**src/rtl/core/cmnc_ram.sv**
```systemverilog
// Generic single-port-write, registered-read RAM.
`default_nettype none
module cmnc_ram #(
    parameter int WIDTH = 8,
    parameter int DEPTH = 16
) (
    input  wire logic                                 clk,
    input  wire logic                                 we,
    input  wire logic [(DEPTH > 1 ? $clog2(DEPTH) : 1)-1:0] waddr,
    input  wire logic [WIDTH-1:0]                     wdata,
    input  wire logic [(DEPTH > 1 ? $clog2(DEPTH) : 1)-1:0] raddr,
    output logic      [WIDTH-1:0]                     rdata
);
    logic [WIDTH-1:0] mem [DEPTH];

    always_ff @(posedge clk)
    begin
        if (we)
        begin
            mem[waddr] <= wdata;
        end
        rdata <= mem[raddr];
    end
endmodule
`default_nettype wire

```
**config.mk**
```make
export PLATFORM = sky130hd
export DESIGN_NAME = cmnc_ram
export DESIGN_NICKNAME = d
export VERILOG_FILES = /design/src/rtl/core/cmnc_ram.sv
export SDC_FILE = /design/constraint.sdc
export NUM_CORES = 1
export LEC_CHECK = 0
export BUFFER_PORTS_ARGS = -buffer_cell sky130_fd_sc_hd__buf_2
export CAP_MARGIN = 20
export CORE_MARGIN = 3
export CORE_UTILIZATION = 50
export DETAILED_ROUTE_END_ITERATION = 6
export GPL_ROUTABILITY_DRIVEN = 0
export HOLD_SLACK_MARGIN = 0.08
export PLACE_DENSITY_LB_ADDON = 0.12
export REMOVE_ABC_BUFFERS = 1
export SETUP_SLACK_MARGIN = 0.3
export SYNTH_ARGS = -nofsm -noshare
export SYNTH_HDL_FRONTEND = slang
export SYNTH_SLANG_ARGS = --single-unit
```
**constraint.sdc**
```tcl
create_clock -name clk -period 2.25 [get_ports clk]
set_input_delay 0.3375 -clock clk [delete_from_list [all_inputs] [get_ports clk]]
set_output_delay 0.3375 -clock clk [all_outputs]
set_load 0.01 [all_outputs]
```
==> results of run 1 <==
==> routing by layer <==
| metal | GRT usage | vias to the layer above |
|---|---|---|
| met5 | 0 | - |
| met4 | 0.0487 | 0 |
| met3 | 0.0480 | 6 |
| met2 | 0.294 | 60 |
| met1 | 0.249 | 1271 |
| li1 | - | 1084 |
==> area by class of cell <==
type,count,area [um2]
multi-input combinational,83,1060
clock buffer,20,425
tap,133,166
fill,722,3810
sequential,136,4000
timing repair buffer,44,293
clock inverter,12,153
==> cell families after synthesis <==
kind of cell	synth area share
and+or+nand+nor	0.0318
DFF	0.778
AOI/OAI and AO/OA	0.0233
buffers and inverters	0.0168
muxes	0.150
==> Yosys cell counts <==
cell type / n
a22oi_1: 16
and2_1: 1
and2b_1: 1
buf_2: 3
buf_4: 1
buf_6: 3
clkdlybuf4s25_2: 3
dfxtp_1: 8
edfxtp_1: 128
mux4_1: 14
mux4_2: 18
nand2_1: 9
nand2b_1: 2
nand3_1: 1
nand3b_1: 2
nor2_1: 13
nor2b_1: 1
nor3_1: 4
or3b_2: 1
==> per-stage QoR <==
step	setup WS (ps)	total power, mW	hold WS (ps)	utilization
final	893	5.77	218	0.615
after global routing	794	5.96	207	0.615
after CTS	863	5.83	192	0.615
after detailed placement	410	3.17	671	0.557
after global placement	425	3.16	661	0.557
after floorplan	420	3.02	436	-
==> cell usage in the layout (no fill, tap or decap), types with 2 or more instances in the layout <==
cell type	instances
dfxtp_1	8
nor2_1	13
buf_12	2
mux4_2	18
buf_2	25
clkbuf_16	16
a22oi_1	16
clkbuf_1	3
nand2b_1	2
clkinv_2	2
nand2_1	9
nor3_1	4
edfxtp_1	128
buf_4	17
mux4_1	14
nand3b_1	2
bufinv_16	3
clkinv_4	3
clkinvlp_4	3
==> power by group through the flow <==
| stage | registers (mW) | logic, mW | clock network (mW) |
|---|---|---|---|
| after global routing | 2.86 | 0.284 | 2.82 |
| after detailed placement | 2.90 | 0.265 | 0 |
| final | 2.85 | 0.259 | 2.66 |
| after CTS | 2.85 | 0.267 | 2.71 |
| after floorplan | 2.91 | 0.114 | 0 |
| after global placement | 2.90 | 0.261 | 0 |
==> sequential cells by signal, indices dropped and copies added (netlist names) <==
| signal | flops |
|---|---|
| rdata | 8 |
| mem | 128 |
==> how the worst max path moves through the flow <==
| stage | from | endpoint | slack, ps | cells after the start |
|---|---|---|---|---|
| floorplan | waddr[2] | mem[0][0] | 420 | 2 |
| global placement | raddr[0] | rdata[3] | 420 | 5 |
| detailed placement | raddr[0] | rdata[3] | 410 | 5 |
| CTS | mem[1][2] | rdata[2] | 860 | 3 |
| global route | mem[10][3] | rdata[3] | 790 | 3 |
| finish | mem[0][0] | rdata[0] | 890 | 3 |
==> critical path, stage by stage (launching register included) <==
cell,delay [ps]
edfxtp_1,370
mux4_1,490
a22oi_1,290
nand2_1,90
==> impl_metrics.csv, run 1 <==
group,metric,value,unit
outcome,status,"completed",
run,maxCapViolations,0,
drt,drtIter0Drc,157,
yosys,synthDistinctLibCells,19,
drt,first_pass_iters,4,
die,core,9910,um2
clock_tree,cts.path.max_buffers,2,
clock_tree,cts_buffers,17,
yosys,avgSynthCellArea,22.5,um2
worst_hold_path,hold_depth,1,
placed_design,placedCellCount,396,
drt,via_count,2421,
die,initial_core_util,0.519,
final_layout,antenna_cells,0,
power,pwr-share-comb,0.045,
final_layout,fin_area,6100,um2
die,fp.dieH,107,um
timing,max_freq,737,MHz
global_routing,grt_pass1_wl,14800,um
power,clkPwrFrac,0.461,
timing,tns,0,ps
timing,rsz0062_at_grt,"no",
final_layout,fin_nets,300,
global_routing,grt.overflow.total,0,
drt,drt-total-wl,9480,um
clock_tree,cts_tree,"built",
critical_path,reg2reg_slack,890,ps
drt,met2_wirelength,4870,um
clock_tree,clk_latency,510,ps
power,switchingPower,1.14,mW
placed_design,postPlaceCellArea,5520,um2
yosys,yosysTopAreaCellShare,0.747,
yosys,synth_top_cells_by_area,"edfxtp_1 (75%), mux4_2 (7.9%), mux4_1 (7.1%), dfxtp_1 (3.1%), a22oi_1 (2.3%)",
final_layout,drive_gt1_frac,0.308,
power,power_leakage,2.08,nW
placed_design,hpwl,6030,um
yosys,yosysWarnings,0,
global_routing,grt_pass1_vias,2546,
global_routing,grt_usage,0.182,
power,pwr-share-seq,0.494,
worst_hold_path,hp-start,"wdata[4]",
die,ios,26,
yosys,synth_top_area_cell,"edfxtp_1",
timing,clock_skew,6.64,ps
die,num_rows,36,
die,die_x,107,um
power,power_density,946,nW/um2
critical_path,worstPathArrival,1740,ps
timing,max_slew_margin,0.522,
timing,max_slew.worst_pin.slew,714,ps
drt,highest-signal-layer,"met4",
critical_path,end_kind,"flip-flop",
critical_path,criticalPathCategory,"reg -> reg",
timing,finalCriticalPeriod,1360,ps
final_layout,fin_cells,428,
clock_tree,path_clk_slew,60,ps
critical_path,reg2regPathDepth,3,
critical_path,crit_required,2640,ps
yosys,ys_ff_latch,136,
clock_tree,cts.sinks,136,
critical_path,crit_fanout,1,
drt,routed_via_density,5.66,
clock_tree,ctsHtreeMaxLevel,4,
drt,drc_errors,0,
yosys,synthCells,229,
yosys,yosysSeqAreaShare,0.778,
worst_hold_path,hold_class,"in -> reg",
power,vdd_drop_max,0.620,mV
yosys,netlist_area,5150,um2
timing,timing.final.crit_share,0.603,
drt,ant_nets,0,
die,dieArea,11500,um2
worst_hold_path,whs_endpoint,"mem[11][4]",
clock_tree,cts_root_buf,"clkbuf_8",
clock_tree,post_cts_buffers,0,
clock_tree,postCtsHoldBufs,0,
global_routing,grt_max_degree,33,
global_routing,grt_antenna_before_repair,0,
critical_path,r2r_start,"mem[0][0]",
critical_path,start_kind,"flip-flop",
clock_tree,post_cts_resized,0,
drt,dr_wl_met3,418,um
final_layout,area_growth,18.5,%
placed_design,numPortBuffers,25,
critical_path,rr_endpoint,"rdata[0]",
timing,setup_viol,0,
timing,slew_violations,0,
power,cell_internal_pwr,4.63,mW
drt,wl_met1,4150,um
drt,wl_per_cell,22.1,um
timing,hold_viol_final,0,
power,swShare,0.198,
(Power assumes the default switching activity.)
==> run 2: changes to the inputs <==
==> constraint.sdc (replaced) <==
create_clock -name clk -period 1.13 [get_ports clk]
set_input_delay 0.1695 -clock clk [delete_from_list [all_inputs] [get_ports clk]]
set_output_delay 0.1695 -clock clk [all_outputs]
set_load 0.01 [all_outputs]
==> run 2 against run 1 <==
Net effect:
- the flow now finishes with violations (negative setup slack)
- die area did not move
- power rose by 100%
- first-iteration DRC count rose by 26%
- clock-buffer cell count did not move
- cell count rose by 4.2%
- fmax rose by 7.2%
- global-route usage rose by 1.0 points
- cell area rose by 5.1%
- sequential cell count did not move
- clock power rose by 100%
- sequential power rose by 100%
==> impl_metrics.csv, run 2 (synthesis gave the netlist of run 1 again) <==
group,metric,value,unit
outcome,status,"finished, violations left",
outcome,violations,"negative setup slack",
drt,wl_per_cell,22.2,um
global_routing,grt_pass1_vias,2719,
global_routing,grt_usage,0.192,
drt,first_pass_iters,4,
clock_tree,post_cts_buffers,0,
timing,finalCriticalPeriod,1270,ps
critical_path,start_kind,"flip-flop",
timing,slew_violations,0,
clock_tree,cts_tree,"built",
critical_path,worstPathArrival,1670,ps
timing,rsz0062_at_grt,"yes",
timing,max_slew.worst_pin.slew,961,ps
clock_tree,cts.path.max_buffers,2,
drt,drtIter0Drc,198,
final_layout,drive_gt1_frac,0.431,
placed_design,numPortBuffers,25,
power,p_total,11.8,mW
global_routing,grt_max_degree,20,
clock_tree,ctsHtreeMaxLevel,4,
critical_path,path_delay_family,"multiplexers",
global_routing,grt_util_met2,0.309,
drt,ant_nets,0,
timing,clock_skew,5.56,ps
clock_tree,cts_root_buf,"clkbuf_8",
die,core,9910,um2
die,die_x,107,um
drt,routed_via_density,5.50,
final_layout,area_growth,24.5,%
clock_tree,cts.sinks,136,
worst_hold_path,hold_class,"in -> reg",
worst_hold_path,hp-start,"waddr[0]",
final_layout,fillers,692,
global_routing,grt.overflow.total,0,
timing,fin_ws,-137,ps
timing,max_freq,790,MHz
timing,tns,-778,ps
global_routing,top_usage_layer,"met2",
global_routing,use_met1,0.250,
drt,via_count,2454,
power,power_leakage,2.16,nW
global_routing,grt_pass1_wl,15400,um
critical_path,slowest_stage,"mux4_2",
die,num_rows,36,
power,power_density,1840,nW/um2
power,vdd_drop_max,0.919,mV
critical_path,end_kind,"flip-flop",
timing,hold_viol_final,0,
die,ios,26,
critical_path,cp_num_buf_inv,0,
final_layout,reg.largest.list,"mem x128, rdata x8",
clock_tree,cts_buffers,17,
global_routing,use_met3,0.0474,
timing,max_slew_margin,0.357,
die,dieArea,11500,um2
final_layout,largest_register,"mem",
final_layout,final_common_cell,"edfxtp_1",
critical_path,criticalPathCategory,"reg -> reg",
drt,drt-total-wl,9890,um
final_layout,largest_reg_flops,128,
drt,drc_errors,0,
final_layout,layout_common_cells,"edfxtp_1 (128), mux4_2 (28), buf_4 (21)",
final_layout,antenna_cells,0,
final_layout,fin_nets,318,
global_routing,grt_antenna_before_repair,0,
run,maxCapViolations,0,
critical_path,crit_required,1530,ps
clock_tree,path_clk_slew,60,ps
critical_path,critPathMaxStageDelay,480,ps
critical_path,r2r_start,"mem[10][1]",
placed_design,hpwl,6280,um
clock_tree,clk_latency,520,ps
critical_path,path_cells,"mux4_2 > a22oi_2 > nand2_1",
timing,timing.final.crit_share,1.12,
timing,setup_viol,11,
critical_path,startpoint,"mem[10][1]",
placed_design,pre_cts_ws,-511,ps
die,fp.dieH,107,um
critical_path,crit_fanout,1,
die,initial_core_util,0.519,
run 2: changes by cell type in the layout (fill, tap and decap cells not counted), sizes merged:
cell,delta
buf,+10
dlygate4sd3,+8
clkinv,-2
clkinvlp,+1
inv,+1
run 2: final timing paths:
path                            cells after the start  slack, ps         to
worst max register to register                      3       -140   rdata[1]
worst max-delay path                                3       -140   rdata[1]
worst min-delay path                                3        190  mem[0][5]
worst min register to register                      3        670   rdata[0]
run 2: final cells by class:
class | instances | area [um2] | share of cell area
Sequential cell | 136 | 4010 | 0.626
Multi-Input combinational cell | 83 | 1100 | 0.172
Timing Repair Buffer | 62 | 534 | 0.0834
Clock buffer | 20 | 445 | 0.0695
Tap cell | 133 | 166 | 0.0260
Clock inverter | 12 | 149 | 0.0232
run 2: timing repair:
action	in CTS	in global routing
pin swaps	7	6
endpoints found under the hold margin	128	0
endpoints found under the setup margin	48	40
gates resized for setup	22	20
hold buffers	8	0
run 2: power by group:
part / switching (mW) / internal (mW)
logic: 0.329 / 0.329
clock network: 1.98 / 3.46
registers: 0.0441 / 5.65
total: 2.35 / 9.44
run 2: through the flow:
stage          hold WS, ps  cells  cell area (um2)   util
6_report               192    446             6410  0.647
5_1_grt                187    446             6410  0.647
4_1_cts                151    446             6340  0.640
3_5_place_dp           571    406             5630  0.568
3_3_place_gp           561    406             5630  0.568
2_1_floorplan          268    219             5060      -
run 2: layer usage:
layer | up-vias | part of all wire | wire length [um]
met2 | 74 | 0.51 | 5000
li1 | 1105 | - | -
met4 | 0 | 0.016 | 155
met3 | 12 | 0.053 | 528
met5 | - | 0 | 0
met1 | 1263 | 0.42 | 4200
run 2: worst min-delay path, delay by kind of cell:
family,cells,cell delay (ps)
buffers and inverters,2,300
and+or+nand+nor,1,60
==> run 3: changes to the inputs <==
--- a/config.mk
+++ b/config.mk
@@ -9,6 +9,7 @@
 export CAP_MARGIN = 20
 export CORE_MARGIN = 3
 export CORE_UTILIZATION = 50
+export CTS_BUF_LIST = sky130_fd_sc_hd__clkbuf_8
 export DETAILED_ROUTE_END_ITERATION = 6
 export GPL_ROUTABILITY_DRIVEN = 0
 export HOLD_SLACK_MARGIN = 0.08
==> run 3 against run 2 <==
Net effect:
- the run still ends with negative setup slack left
- critical path depth is the same
- cell area shrank 2.8%
- register-to-register slack is essentially flat
- non-clock buffer count shrank 8
- critical endpoint is now rdata[2]
==> impl_metrics.csv, run 3 (synthesis gave the netlist of run 1 again) <==
group,metric,value,unit
die,initial_core_util,0.519,
outcome,status,"finished, violations left",
timing,max_slew_margin,0.357,
final_layout,layout_common_cells,"edfxtp_1 (128), mux4_2 (30), clkbuf_8 (19)",
clock_tree,cts_buffers,17,
critical_path,crit_required,1440,ps
worst_hold_path,hold_depth,1,
final_layout,fin_area,6230,um2
drt,wl_per_cell,22.3,um
outcome,violations,"negative setup slack",
placed_design,postPlaceCellArea,5630,um2
power,power_leakage,2.06,nW
global_routing,grt_max_degree,20,
critical_path,criticalPathCategory,"reg -> reg",
timing,max_slew.worst_pin.slew,961,ps
clock_tree,cts.path.max_buffers,2,
placed_design,hpwl,6280,um
final_layout,final_common_cell,"edfxtp_1",
worst_hold_path,hold_class,"in -> reg",
critical_path,crit_fanout,1,
placed_design,pre_cts_ws,-511,ps
drt,drc_errors,0,
worst_hold_path,whs_endpoint,"mem[11][1]",
global_routing,grt_pass1_vias,2650,
final_layout,area_growth,21.0,%
final_layout,largest_reg_flops,128,
global_routing,grt_usage,0.188,
timing,max_freq,792,MHz
clock_tree,path_clk_slew,70,ps
timing,slew_violations,0,
timing,setup_viol,8,
die,die_x,107,um
critical_path,slowest_stage,"mux4_2",
final_layout,reg.largest.list,"mem x128, rdata x8",
worst_hold_path,hp-start,"wdata[1]",
critical_path,critPathMaxStageDelay,510,ps
global_routing,grt_antenna_before_repair,1,
drt,ant_nets,0,
critical_path,path_delay_family,"multiplexers",
clock_tree,postCtsHoldBufs,0,
critical_path,reg2regPathDepth,3,
clock_tree,ctsHtreeMaxLevel,4,
drt,routed_via_density,5.50,
critical_path,r2r_start,"mem[14][2]",
power,p_total,10.4,mW
die,dieArea,11500,um2
global_routing,grt.overflow.total,0,
clock_tree,cts.sinks,136,
critical_path,reg2reg_slack,-130,ps
final_layout,largest_register,"mem",
final_layout,drive_gt1_frac,0.462,
power,vdd_drop_max,0.692,mV
final_layout,antenna_cells,0,
clock_tree,cts_tree,"built",
drt,via_count,2411,
timing,timing.final.crit_share,1.12,
timing,hold_viol_final,0,
run,maxCapViolations,0,
timing,clock_skew,9.49,ps
timing,fin_ws,-133,ps
critical_path,cp_num_buf_inv,0,
critical_path,rr_endpoint,"rdata[2]",
global_routing,grt_pass1_wl,15100,um
drt,drtIter0Drc,157,
die,core,9910,um2
drt,first_pass_iters,5,
power,power_density,1670,nW/um2
drt,drt-total-wl,9770,um
clock_tree,clk_latency,430,ps
placed_design,numPortBuffers,25,
die,ios,26,
clock_tree,cts_root_buf,"clkbuf_8",
timing,rsz0062_at_grt,"yes",
critical_path,startpoint,"mem[14][2]",
die,fp.dieH,107,um
final_layout,fin_nets,310,
timing,finalCriticalPeriod,1260,ps
critical_path,worstPathArrival,1570,ps
critical_path,start_kind,"flip-flop",
clock_tree,post_cts_buffers,0,
critical_path,end_kind,"flip-flop",
critical_path,path_cells,"mux4_2 > a22oi_2 > nand2_1",
die,num_rows,36,
==> run 3: stage by stage <==
| stage | util | hold WS (ps) | cells | setup TNS, ps |
|---|---|---|---|---|
| 6_report | 0.628 | 127 | 438 | -744 |
| 4_1_cts | 0.619 | 102 | 438 | -895 |
| 2_1_floorplan | - | 268 | 219 | -16670 |
| 3_5_place_dp | 0.568 | 571 | 406 | -22350 |
| 3_3_place_gp | 0.568 | 561 | 406 | -21170 |
| 5_1_grt | 0.628 | 114 | 438 | -1110 |
==> run 3: worst reg2reg max path: stages (launching register included) <==
cell and delay (ps):
edfxtp_1 380, mux4_2 510, a22oi_2 180, nand2_1 70
==> run 3: area by class of cell <==
class                      instances  area (um2)
multi-input combinational         83        1120
tap                              133         166
clock buffer                      19         262
timing repair buffer              54         515
sequential                       136        4010
fill                             716        3680
clock inverter                    13         153
==> run 3: worst max path at each step <==
stage | slack (ps) | cells after the start | endpoint
2_1_floorplan | -530 | 2 | mem[0][0]
3_3_place_gp | -510 | 6 | rdata[2]
3_5_place_dp | -510 | 5 | rdata[1]
4_1_cts | -140 | 3 | rdata[1]
5_1_grt | -160 | 3 | rdata[1]
6_report | -130 | 3 | rdata[2]
==> run 3: report_power, final <==
| group | switching (mW) | internal (mW) | total (mW) |
|---|---|---|---|
| registers | 0.0442 | 5.64 | 5.68 |
| logic | 0.331 | 0.323 | 0.654 |
| clock network | 1.78 | 2.28 | 4.06 |
| total | 2.16 | 8.24 | 10.4 |
==> run 3: repair_timing <==
action                                  4_1_cts  5_1_grt
hold endpoints to repair                      0        0
endpoints found under the setup margin       48       66
pin swaps                                     9       10
gates resized for setup                      35       31
==> run 3: layer usage <==
layer	track usage	up-vias	wire length, um
li1	-	1087	-
met1	0.253	1258	4320
met2	0.296	54	4940
met3	0.0540	10	382
met4	0.0721	2	114
met5	0	-	13
